`config.mk`:
```
export PLATFORM = sky130hd
export DESIGN_NAME = positional_list_manager_top_flat
export DESIGN_NICKNAME = d
export VERILOG_FILES = /design/src/plm_pkg.sv /design/src/plm_in_if.sv /design/src/plm_out_if.sv /design/src/positional_list_manager_top.sv /design/src/plm_cell.sv /design/src/plm_ctrl.sv /design/src/flat_wrapper.sv
export VERILOG_INCLUDE_DIRS = /design/src /design/src/src
export SDC_FILE = /design/constraint.sdc
export NUM_CORES = 2
export LEC_CHECK = 0
export ABC_AREA = 1
export BUFFER_PORTS_ARGS = -buffer_cell sky130_fd_sc_hd__buf_2
export CORE_MARGIN = 3
export CORE_UTILIZATION = 51
export CTS_BUF_LIST = sky130_fd_sc_hd__clkbuf_4
export CTS_CLUSTER_DIAMETER = 40
export DETAILED_ROUTE_END_ITERATION = 8
export PLACE_DENSITY = 0.66
export SLEW_MARGIN = 20
export SYNTH_ARGS = -nofsm -noshare
export SYNTH_HDL_FRONTEND = slang
export SYNTH_HIERARCHICAL = 1
export SYNTH_SLANG_ARGS = --single-unit
```
`constraint.sdc`:
```
create_clock -name clk -period 9.7 [get_ports clk]
set_input_delay 0.485 -clock clk [delete_from_list [all_inputs] [get_ports clk]]
set_output_delay 0.485 -clock clk [all_outputs]
set_load 0.01 [all_outputs]
```
`src/assert_macros.svh`:
```
// Assertion helpers for the list manager RTL.
`ifndef ASSERT_MACROS_SVH
`define ASSERT_MACROS_SVH
`ifndef SYNTHESIS
`define PLM_ASSERT(lbl, clk, rst, prop, msg) \
  lbl: assert property (@(posedge clk) disable iff (rst) (prop)) else $error(msg);
`define PLM_ASSERT_NR(lbl, clk, prop, msg) \
  lbl: assert property (@(posedge clk) (prop)) else $error(msg);
`else
`define PLM_ASSERT(lbl, clk, rst, prop, msg)
`define PLM_ASSERT_NR(lbl, clk, prop, msg)
`endif
`endif

```
`src/plm_pkg.sv`:
```
package plm_pkg;

  localparam int CAPACITY   = 64;
  localparam int VALUE_BITS = 32;
  localparam int IDX_W      = $clog2(CAPACITY);
  localparam int CNT_W      = $clog2(CAPACITY + 1);

  localparam int OP_W     = 3;
  localparam int POS_W    = 16;
  localparam int DATA_W   = 32;
  localparam int STATUS_W = 3;
  localparam int LEN_W    = 7;

  typedef logic [VALUE_BITS-1:0] value_t;

  typedef enum logic [OP_W-1:0] {
    OP_INS_HEAD = 3'd0,
    OP_INS_TAIL = 3'd1,
    OP_INS_AT   = 3'd2,
    OP_DEL_HEAD = 3'd3,
    OP_DEL_TAIL = 3'd4,
    OP_DEL_AT   = 3'd5,
    OP_DUMP     = 3'd6
  } op_t;

  typedef enum logic [STATUS_W-1:0] {
    ST_OK      = 3'd0,
    ST_EMPTY   = 3'd1,
    ST_INVALID = 3'd2,
    ST_OUTSIDE = 3'd3,
    ST_FULL    = 3'd4
  } status_t;

  typedef enum logic [1:0] {
    S_IDLE,
    S_DUMP,
    S_FLUSH
  } state_t;

  typedef enum logic [1:0] {
    SEL_HOLD,
    SEL_LEFT,
    SEL_RIGHT,
    SEL_NEW
  } cell_sel_t;

  typedef struct packed {
    cell_sel_t sel;
    value_t    value;
  } cell_cmd_t;

endpackage

```
`src/plm_in_if.sv`:
```
interface plm_in_if;
  import plm_pkg::*;

  logic                     valid;
  logic                     ready;
  logic [OP_W-1:0]          op;
  logic signed [POS_W-1:0]  position;
  logic signed [DATA_W-1:0] value;

  modport source (output valid, op, position, value, input ready);
  modport sink   (input valid, op, position, value, output ready);
endinterface

```
`src/plm_out_if.sv`:
```
interface plm_out_if;
  import plm_pkg::*;

  logic                     valid;
  logic                     ready;
  logic [STATUS_W-1:0]      status;
  logic signed [DATA_W-1:0] element;
  logic [LEN_W-1:0]         length;
  logic                     last;

  modport source (output valid, status, element, length, last, input ready);
  modport sink   (input valid, status, element, length, last, output ready);
endinterface

```
`src/positional_list_manager_top.sv`:
```
// Channel  Dir  Fields                          Transaction
// req      in   op, position, value             valid && ready
// rsp      out  status, element, length, last   valid && ready
//
// Insert and delete ops finish once the request is held and the output is free:
// every cell of the ring shifts toward or away from the target position at once.
// Dump turns the whole ring once, pausing on output stalls and emitting the first
// length entries; the next request is held meanwhile.
// Reset clears the element count and control; cell contents are not reset.
// One request is held while a result waits in the output register.
module positional_list_manager_top (
  input logic clk,
  input logic rst,
  plm_in_if.sink    req,
  plm_out_if.source rsp
);
  import plm_pkg::*;

  value_t    cell_value [CAPACITY];
  cell_cmd_t cmd        [CAPACITY];

  plm_ctrl u_ctrl (
    .clk        (clk),
    .rst        (rst),
    .req        (req),
    .rsp        (rsp),
    .head_value (cell_value[0]),
    .cmd        (cmd)
  );

  for (genvar j = 0; j < CAPACITY; j++) begin : g_cell
    localparam int LeftJ  = (j + CAPACITY - 1) % CAPACITY;
    localparam int RightJ = (j + 1) % CAPACITY;

    plm_cell u_cell (
      .clk   (clk),
      .left  (cell_value[LeftJ]),
      .right (cell_value[RightJ]),
      .cmd   (cmd[j]),
      .value (cell_value[j])
    );
  end

endmodule

```
`src/plm_cell.sv`:
```
module plm_cell (
  input  logic               clk,
  input  plm_pkg::value_t    left,
  input  plm_pkg::value_t    right,
  input  plm_pkg::cell_cmd_t cmd,
  output plm_pkg::value_t    value
);
  import plm_pkg::*;

  value_t value_next;

  always_comb begin
    unique case (cmd.sel)
      SEL_LEFT:  value_next = left;
      SEL_RIGHT: value_next = right;
      SEL_NEW:   value_next = cmd.value;
      default:   value_next = value;
    endcase
  end

  always_ff @(posedge clk) begin
    value <= value_next;
  end

endmodule

```
`src/plm_ctrl.sv`:
```
`include "assert_macros.svh"

module plm_ctrl (
  input  logic                clk,
  input  logic                rst,
  plm_in_if.sink              req,
  plm_out_if.source           rsp,
  input  plm_pkg::value_t     head_value,
  output plm_pkg::cell_cmd_t  cmd [plm_pkg::CAPACITY]
);
  import plm_pkg::*;

  // input holding register
  logic                     in_held;
  op_t                      in_op;
  logic signed [POS_W-1:0]  in_pos;
  logic signed [DATA_W-1:0] in_value;

  state_t           state;
  state_t           state_next;
  logic [CNT_W-1:0] count;
  logic [CNT_W-1:0] count_next;
  logic [CNT_W-1:0] rot;
  logic [CNT_W-1:0] rot_inc;

  logic             slot_free;
  logic             exec;
  logic             rotate;
  logic             dump_emit;

  // decoded operation
  status_t          st;
  logic             ins_go;
  logic             del_go;
  logic             dump_go;
  logic [IDX_W-1:0] k;

  logic             full;
  logic             pos_low;
  logic [POS_W-1:0] pos_u;
  logic [POS_W-1:0] cnt_w;
  logic [IDX_W-1:0] k_at;

  assign slot_free = !rsp.valid || rsp.ready;
  assign exec      = in_held && (state == S_IDLE) && slot_free;
  assign req.ready = !in_held || exec;
  assign rot_inc   = rot + CNT_W'(1);

  assign full    = (count == CNT_W'(CAPACITY));
  assign pos_low = (in_pos < POS_W'(signed'(1)));
  assign pos_u   = {1'b0, in_pos[POS_W-2:0]};
  assign cnt_w   = POS_W'(count);
  assign k_at    = IDX_W'(pos_u - POS_W'(1));

  always_comb begin
    st      = ST_OK;
    ins_go  = 1'b0;
    del_go  = 1'b0;
    dump_go = 1'b0;
    k       = '0;
    case (in_op)
      OP_INS_HEAD: begin
        if (full) st = ST_FULL;
        else ins_go = 1'b1;
      end
      OP_INS_TAIL: begin
        k = IDX_W'(count);
        if (full) st = ST_FULL;
        else ins_go = 1'b1;
      end
      OP_INS_AT: begin
        k = k_at;
        if (pos_low) st = ST_INVALID;
        else if (full) st = ST_FULL;
        else if (pos_u > cnt_w + POS_W'(1)) st = ST_OUTSIDE;
        else ins_go = 1'b1;
      end
      OP_DEL_HEAD: begin
        if (count == '0) st = ST_EMPTY;
        else del_go = 1'b1;
      end
      OP_DEL_TAIL: begin
        k = IDX_W'(count - CNT_W'(1));
        if (count == '0) st = ST_EMPTY;
        else del_go = 1'b1;
      end
      OP_DEL_AT: begin
        k = k_at;
        if (count == '0) st = ST_EMPTY;
        else if (pos_low) st = ST_INVALID;
        else if (pos_u > cnt_w) st = ST_OUTSIDE;
        else del_go = 1'b1;
      end
      OP_DUMP: begin
        if (count == '0) st = ST_EMPTY;
        else dump_go = 1'b1;
      end
      default: st = ST_OK;
    endcase
  end

  always_comb begin
    count_next = count;
    if (exec && ins_go) count_next = count + CNT_W'(1);
    else if (exec && del_go) count_next = count - CNT_W'(1);
  end

  // next state
  always_comb begin
    state_next = state;
    unique case (state)
      S_IDLE: begin
        if (exec && dump_go) state_next = S_DUMP;
      end
      S_DUMP: begin
        if (slot_free && rot_inc == count) begin
          state_next = (rot_inc == CNT_W'(CAPACITY)) ? S_IDLE : S_FLUSH;
        end
      end
      S_FLUSH: begin
        if (rot_inc == CNT_W'(CAPACITY)) state_next = S_IDLE;
      end
      default: state_next = S_IDLE;
    endcase
  end

  // state outputs
  always_comb begin
    rotate    = 1'b0;
    dump_emit = 1'b0;
    unique case (state)
      S_IDLE: ;
      S_DUMP: begin
        rotate    = slot_free;
        dump_emit = slot_free;
      end
      S_FLUSH: rotate = 1'b1;
      default: ;
    endcase
  end

  // per-cell shift selects: open a gap, close a gap, or turn the ring
  always_comb begin
    for (int j = 0; j < CAPACITY; j++) begin
      cmd[j].value = VALUE_BITS'(in_value);
      cmd[j].sel   = SEL_HOLD;
      if (rotate) begin
        cmd[j].sel = SEL_RIGHT;
      end else if (exec && ins_go) begin
        if (IDX_W'(j) > k) cmd[j].sel = SEL_LEFT;
        else if (IDX_W'(j) == k) cmd[j].sel = SEL_NEW;
      end else if (exec && del_go) begin
        if (IDX_W'(j) >= k) cmd[j].sel = SEL_RIGHT;
      end
    end
  end

  always_ff @(posedge clk) begin
    if (rst) begin
      in_held   <= 1'b0;
      state     <= S_IDLE;
      count     <= '0;
      rot       <= '0;
      rsp.valid <= 1'b0;
    end else begin
      state <= state_next;
      count <= count_next;
      if (req.valid && req.ready) in_held <= 1'b1;
      else if (exec) in_held <= 1'b0;
      if (exec) rot <= '0;
      else if (rotate) rot <= rot_inc;
      if ((exec && !dump_go) || dump_emit) rsp.valid <= 1'b1;
      else if (rsp.ready) rsp.valid <= 1'b0;
    end
  end

  always_ff @(posedge clk) begin
    if (req.valid && req.ready) begin
      in_op    <= op_t'(req.op);
      in_pos   <= req.position;
      in_value <= req.value;
    end
    if (dump_emit) begin
      rsp.status  <= ST_OK;
      rsp.element <= DATA_W'(signed'(head_value));
      rsp.length  <= LEN_W'(count);
      rsp.last    <= (rot_inc == count);
    end else if (exec && !dump_go) begin
      rsp.status  <= st;
      rsp.element <= '0;
      rsp.length  <= LEN_W'(count_next);
      rsp.last    <= 1'b1;
    end
  end

  `PLM_ASSERT(a_count_bound, clk, rst, count <= CNT_W'(CAPACITY), "element count overflow")
  `PLM_ASSERT(a_dump_rot, clk, rst, (state == S_DUMP) |-> (rot < count), "dump ran past end")
  `PLM_ASSERT(a_count_hold, clk, rst, !exec |=> $stable(count), "count moved without an op")
  `PLM_ASSERT(a_dump_last, clk, rst, (dump_emit && rot_inc == count) |=> (rsp.valid && rsp.last), "dump missed last flag")

endmodule
```
`src/flat_wrapper.sv`:
```
// flat-port wrapper written by rule: the top's interface ports become plain ports
module positional_list_manager_top_flat import plm_pkg::*;
  (clk, rst, req_valid, req_op, req_position, req_value, req_ready, rsp_valid, rsp_status, rsp_element, rsp_length, rsp_last, rsp_ready);
  plm_in_if req_i ();
  plm_out_if rsp_i ();
  input logic clk;
  input logic rst;
  input wire logic [$bits(req_i.valid)-1:0] req_valid;
  input wire logic [$bits(req_i.op)-1:0] req_op;
  input wire logic [$bits(req_i.position)-1:0] req_position;
  input wire logic [$bits(req_i.value)-1:0] req_value;
  output wire logic [$bits(req_i.ready)-1:0] req_ready;
  output wire logic [$bits(rsp_i.valid)-1:0] rsp_valid;
  output wire logic [$bits(rsp_i.status)-1:0] rsp_status;
  output wire logic [$bits(rsp_i.element)-1:0] rsp_element;
  output wire logic [$bits(rsp_i.length)-1:0] rsp_length;
  output wire logic [$bits(rsp_i.last)-1:0] rsp_last;
  input wire logic [$bits(rsp_i.ready)-1:0] rsp_ready;
  assign req_i.valid = req_valid;
  assign req_i.op = req_op;
  assign req_i.position = req_position;
  assign req_i.value = req_value;
  assign req_ready = req_i.ready;
  assign rsp_valid = rsp_i.valid;
  assign rsp_status = rsp_i.status;
  assign rsp_element = rsp_i.element;
  assign rsp_length = rsp_i.length;
  assign rsp_last = rsp_i.last;
  assign rsp_i.ready = rsp_ready;
  positional_list_manager_top u_core (.clk(clk), .rst(rst), .req(req_i), .rsp(rsp_i));
endmodule
```
# Word-level counts from Yosys, hierarchy flattened
# Index checks and enable logic that the tools add are counted.
dict set report word_totals {
  latch_bits 0
  inputBits 55
  mem_bits_ro 0
  memories 0
  out_inout_bits 45
  reg_bits 2160
  mem_bits_rw 0
}
dict set report classes {
  add_sub_neg 5
  magnitude_cmp 131
  mux 488
  shift 0
  n_eq_ne 269
  div_mod_pow 0
  bitwise 0
  n_mul 0
  n_reduce_logical 91
}
# op n
set ops {}
lappend ops {{32-bit one-hot mux with 3 select lines} 64}
lappend ops {{2-bit 2-to-1 mux} 392}
lappend ops {{2-bit == test, second input constant} 129}
lappend ops {{6-bit == test, first input constant} 32}
lappend ops {{6-bit greater-or-equal comparator, first input constant} 32}
lappend ops {{6-bit > comparator, first input constant} 32}
lappend ops {{3-bit nonzero test} 64}
lappend ops {{2-bit by 1-bit == test with 1-bit output, second input constant} 65}
lappend ops {{5-bit by 6-bit == test with 1-bit output, first input constant} 16}
lappend ops {{5-bit by 6-bit greater-or-equal comparator with 1-bit output, first input constant} 16}
lappend ops {{5-bit by 6-bit > comparator with 1-bit output, first input constant} 16}
lappend ops {{32-bit 2-to-1 mux} 2}
lappend ops {{4-bit by 6-bit == test with 1-bit output, first input constant} 8}
lappend ops {{4-bit by 6-bit greater-or-equal comparator with 1-bit output, first input constant} 8}
lappend ops {{4-bit by 6-bit > comparator with 1-bit output, first input constant} 8}
lappend ops {{7-bit 2-to-1 mux} 4}
lappend ops {{3-bit by 6-bit == test with 1-bit output, first input constant} 4}
lappend ops {{3-bit by 6-bit greater-or-equal comparator with 1-bit output, first input constant} 4}
lappend ops {{3-bit by 6-bit > comparator with 1-bit output, first input constant} 4}
lappend ops {{6-bit one-hot mux with 3 select lines} 1}
lappend ops {{1-bit 2-to-1 mux} 17}
lappend ops {{16-bit by 2-bit less-than comparator with 1-bit output, second input constant} 1}
lappend ops {{15-bit by 7-bit > comparator with 1-bit output} 1}
lappend ops {{15-bit by 8-bit > comparator with 1-bit output} 1}
lappend ops {{other kinds (32)} 63}

# Longest topological paths before layout
dict set report depth {
  ltp_word 11
  depth_mapped 27
}

# Modules after synthesis
# The synthesis kept the hierarchy.
# mod area_per_inst_um2 cells_per_inst n_inst seq_area_each_um2
set by_module_without_submodules {}
lappend by_module_without_submodules {plm_cell 1712.9 180 64 960.9}
lappend by_module_without_submodules {plm_ctrl 22810.6 3041 1 3153.0}

# Least setup slack after synthesis
# OpenSTA, ideal clock, no wires.
dict set report synth_path {
  path_type {register to register}
  from {register u_core.u_ctrl.count[0]}
  to {register u_core.g_cell[59].u_cell.value[0], enable pin}
  required_ps 9311
  setup_time_ps 389
  arrival_ps 3620
  n_path_buf 2
  synth_period_minus_slack_ps 4009
  path_slack_ps 5691
  path_stages_with_launch 20
  cell_sequence {dfxtp_1 > ha_1 > nand3_1 > nor3_1 > xor2_1 > ha_1 > a21o_1 > nor2_1 > nand2_1 > nand2_1 > nand2_1 > nand3_1 > nand2_2 > buf_4 > nor2_2 > a21oi_1 > o21ai_0 > inv_1 > buf_2 > nand2_1}
}
# element line_no
set synth_rtl {}
lappend synth_rtl {{start, declared} plm_ctrl.sv:21} ;# logic [CNT_W-1:0] count;
lappend synth_rtl {{start signal, assigned} plm_ctrl.sv:167} ;# count <= count_next;
lappend synth_rtl {{end signal, assigned} plm_cell.sv:22} ;# value <= value_next;
lappend synth_rtl {{end, declared} plm_cell.sv:6} ;# output plm_pkg::value_t value

==> impl.org <==
** Global routing
- Global routing used 31.2% of the available tracks across all layers.
- Total grt overflow :: 0
- The first global-routing pass estimated 632000 um of wire.
- Entering global routing, the biggest net connects 66 pins.
- The via count of the first global-routing pass was 98493.
- The number of antenna violations at the first check in global routing came to 15.

** Drt
- Once detail routing completed, the nets flagged for antenna violations numbered 0.
- After detailed routing, the number of remaining DRC violations is 2.
- Number of search-and-repair iterations in the first detailed-routing pass :: 9
- Wire length per cell after detailed routing :: 26.5 um
- Per-cell via count in the routed design :: 6.38
- First-iteration detailed-routing DRC count :: 17360
- Summing over every cut layer, the via total after detailed routing is 104290.
- Wirelength, routed :: 433000 um

** Floorplanning
- Total Die Area :: 0.266 mm2
- Once the floorplan was initialized, standard cells occupied 51.4% of the core.
- Die Y :: 516 um
- Boundary Pins :: 100
- Die span in x :: 516 um
- The core region is 0.258 mm2.
- Cell row count :: 186

** Final layout
- Counting the fill cells in the layout gives 24181.
- Synthesis-to-layout area growth :: -6.14%
- The post-route netlist has 12.3% of its cells at a drive strength greater than 1.
- In the layout the commonest cells are 6234 x sky130_fd_sc_hd__nand3_1, 2335 x sky130_fd_sc_hd__nand2_1, 2139 x sky130_fd_sc_hd__edfxtp_1.
- Most frequent standard cell in the layout excluding fill and tap cells :: sky130_fd_sc_hd__nand3_1
- At the end of the flow, the number of nets in the layout was 12589.

** Job
- Max-capacitance violation count :: 0

** Logic synthesis
- In this run the mean area of a mapped cell was 9.10 um2.
- Synthesis produced a netlist with a net count of 14639.
- The Yosys step of the flow raised 6 warnings.
- Number of standard cells after synthesis :: 14561
- Library cell occupying the most area in the post-synthesis netlist :: sky130_fd_sc_hd__edfxtp_1
- Share of the synthesized area in the top cell type :: 48.5%
- Proportion of synthesized chip area in sequential cells :: 48.8%
- Simple-gate portion of the synthesized area :: 31.3%
- Multiplexer area fraction after synthesis :: 0%
- Cell Area, Synth :: 0.132 mm2
- Ys async rst share :: 0%
- Top post-synthesis cells by area :: sky130_fd_sc_hd__edfxtp_1 49%, sky130_fd_sc_hd__nand3_1 24%, sky130_fd_sc_hd__buf_4 14%, sky130_fd_sc_hd__nand2_1 6.7%, sky130_fd_sc_hd__buf_6 3.3%
- Combinational family with the most area after synthesis :: simple AND/OR/NAND/NOR gates
- In this run, synthesis inferred 2139 flip-flops with an integrated enable.
- Number of synthesized register bits :: 2160
- Synthesis instantiated 49 different standard cells from the library.
- Share of synthesized cell area in full adder, half adder and majority cells :: 0.217%
- The most used flip-flop cell after synthesis is sky130_fd_sc_hd__edfxtp_1.
- Compound-cell area share of the yosys netlist :: 0.472%
- Of the total synthesized cell area, the portion taken by XOR and XNOR cells is 0.0727%.

** Worst setup path
- Setup crit end kind :: register
- Of all nets on the critical path, the largest fanout is 65.
- For this run, the slowest stage of the critical path takes 1.07 ns.
- Crit-path cells :: nand3_1 > nor2_1 > nand2_1 > nor2_1 > nor2_1 > o21a_1 > inv_1 > ha_1 > nand2_1 > a21oi_1 > nor2_1 > nand2_1 > nand2_1 > nand2_1 > nand3_1 > nand2_2 > inv_2 > buf_4 > nand2_1 > nand3_2 > buf_4 > clkinv_1 > nand2_1 > buf_4
- Kind of critical path :: reg -> reg
- Required arrival time at the worst endpoint :: 10.69 ns
- By instance count, the cell type seen most on the critical path is sky130_fd_sc_hd__nand2_1.
- The largest individual stage delay along the critical path comes from the cell sky130_fd_sc_hd__clkinv_1.
- Critical path arrival :: 8.74 ns
- Crit start category :: register

** STA
- Transition time at the pin with the least slew margin :: 1.17 ns
- Subtracting the final worst setup slack from the clock period gives 7.74 ns.
- Post-Route Skew :: 0.113 ns
- Setup violations remaining at the end of the flow were counted as 0.
- Derived from the worst setup path, the maximum achievable clock frequency is 0.129 GHz.
- The number of slew-limit violations in the final report came to 0.
- Final hold viol count :: 0
- Setup repair after global routing left no endpoint under its margin.
- Share of the clock period used by the worst path :: 79.8%
- Worst relative slew slack :: 22.2%
- Total negative slack for setup checks :: 0 ns

** Placement
- After legalization and detailed placement, the total HPWL measured 292000 um.
- Buffers added on ports :: 99
- Placer Congestion :: 0.988

** Power and ir drop
- Pwr per Cell Area :: 220 mW/mm2
- Static leakage :: 46.1 nW
- IR analysis of the VDD net gives a maximum drop of 0.155 mV.
- Post-layout total power :: 27.3 mW

** Clock network
- Counting the buffers created by CTS gives 610.
- Clock tree synthesis selected as its root buffer the cell sky130_fd_sc_hd__clkbuf_4.
- Maximum count of clock buffers along a single path :: 4
- In this run the number of H-tree levels came out at 6.
- TritonCTS built the clock tree.
- Clock slew at the register clock pins of the worst setup and hold paths :: 0.07 ns
- For this design, the sink count on the clock tree is 2160.
- For the worst-skew pair, the clock arrives at the later sink with an insertion delay of 1.36 ns.
- In this run, post-CTS repair resized a total of 0 instances.

** Outcome
- The flow ran to the end, but the final reports show violations.
- The final reports fail on design-rule violations.

** Hold path
- The path class of the tightest hold or removal check is in -> reg.
-- layer usage --
layer | global-route usage [%] | wire [um] | vias to the layer above
met2 | 47.3 | 191000 | 7641
met5 | 0 | 97 | -
met3 | 7.85 | 57000 | 1380
met1 | 42.2 | 163000 | 49671
met4 | 14.3 | 22100 | 13
li1 | - | - | 45585
-- timing repair --
action	CTS	global route
hold buffers	110	0
endpoints found under the hold margin	122	0
endpoints found under the setup margin	0	0
setup buffers	0	0
-- cells in the mapped netlist, types with 2 or more instances --
master	instances
sky130_fd_sc_hd__o21ai_1	13
sky130_fd_sc_hd__inv_1	176
sky130_fd_sc_hd__inv_2	19
sky130_fd_sc_hd__nor3_1	13
sky130_fd_sc_hd__o21a_1	2
sky130_fd_sc_hd__a31oi_1	2
sky130_fd_sc_hd__buf_2	338
sky130_fd_sc_hd__clkbuf_1	17
sky130_fd_sc_hd__nand3b_1	3
sky130_fd_sc_hd__dfxtp_1	21
sky130_fd_sc_hd__nand3_1	6266
sky130_fd_sc_hd__nand2_1	2353
sky130_fd_sc_hd__o211ai_1	9
sky130_fd_sc_hd__o21ai_0	24
sky130_fd_sc_hd__nor2_8	2
sky130_fd_sc_hd__inv_4	66
sky130_fd_sc_hd__nand2_4	3
sky130_fd_sc_hd__a21oi_1	51
sky130_fd_sc_hd__buf_6	388
sky130_fd_sc_hd__nand3_2	3
sky130_fd_sc_hd__ha_1	23
sky130_fd_sc_hd__nor2_2	12
sky130_fd_sc_hd__nor2_4	13
sky130_fd_sc_hd__edfxtp_1	2139
sky130_fd_sc_hd__buf_4	2405
sky130_fd_sc_hd__nor2_1	140
sky130_fd_sc_hd__o21ai_2	4
sky130_fd_sc_hd__nand4_1	15
sky130_fd_sc_hd__nand2_2	12
sky130_fd_sc_hd__xor2_1	10
-- logic make-up (layout without fill, tap and decap cells) --
family                     count (synthesis)  after routing
AOI/OAI and AO/OA                        111            111
buffers and inverters                   3413           1787
adders and majority gates                 23             23
other                                      0             16
and+or+nand+nor                         8843           8843
xor gates and xnor gates                  11             11
DFF                                     2160           2160
-- final timing paths --
path                                    start                                 end  slack (ns)  cells after the start
hold / removal                  req_value[13]          u_core/u_ctrl/in_value[13]        0.37                      3
hold reg to reg   u_core/u_ctrl/rsp.status[0]         u_core/u_ctrl/rsp.status[0]        0.45                      2
setup / recovery       u_core/u_ctrl/count[2]  u_core/g_cell[40].u_cell/value[18]        1.96                     24
setup reg to reg       u_core/u_ctrl/count[2]  u_core/g_cell[40].u_cell/value[18]        1.96                     24
-- layout make-up --
class | count | area (um2) | share of cell area, %
Clock buffer | 880 | 6610 | 5.31
Tap cell | 3384 | 4230 | 3.41
Inverter | 263 | 1160 | 0.931
Multi-Input combinational cell | 8988 | 42900 | 34.6
Timing Repair Buffer | 488 | 3690 | 2.97
Sequential cell | 2160 | 64700 | 52.0
Clock inverter | 156 | 976 | 0.785
Antenna cell | 16 | 40.0 | 0.0322
-- worst max-delay path: cells and delay by family (launching register included) --
family / cells / cell delay, ns
flops: 1 / 0.59
compound gates: 2 / 0.18
fa+ha+maj: 1 / 0.22
simple gates: 15 / 2.97
buf+inv: 6 / 3.29
-- power breakdown --
| part | internal, mW | total (mW) | switching (mW) |
|---|---|---|---|
| Combinational | 1.50 | 5.82 | 4.32 |
| Sequential | 12.1 | 12.9 | 0.856 |
| Clock | 4.42 | 8.56 | 4.14 |
-- flip-flops by register name, indices dropped and copies added, names as in the netlist, 2 cells and up --
register,flops
u_core/u_ctrl/in_value,32
u_core/u_ctrl/rsp.status,3
u_core/u_ctrl/count,7
u_core/u_ctrl/rot,7
u_core/u_ctrl/in_op,3
u_core/u_ctrl/in_pos,16
u_core/g_cell.u_cell/value,2048
u_core/u_ctrl/rsp.element,32
u_core/u_ctrl/rsp.length,7
u_core/u_ctrl/state,2
-- per-stage QoR --
| step | util, % | setup WS (ns) | cells | instance area (um2) | hold WS [ns] |
|---|---|---|---|---|---|
| 6_report | 48.3 | 1.96 | 16335 | 124000 | 0.369 |
| 5_1_grt | 48.2 | 1.53 | 16325 | 124000 | 0.305 |
| 4_1_cts | 48.2 | 2.74 | 16319 | 124000 | 0.233 |
| 3_5_place_dp | 44.9 | 2.78 | 15173 | 116000 | 0.439 |
| 3_3_place_gp | 44.9 | 2.67 | 15173 | 116000 | 0.438 |
| 2_1_floorplan | - | 5.69 | 14561 | 132000 | 0.474 |
Note: power is estimated with default switching activity, not from simulation.
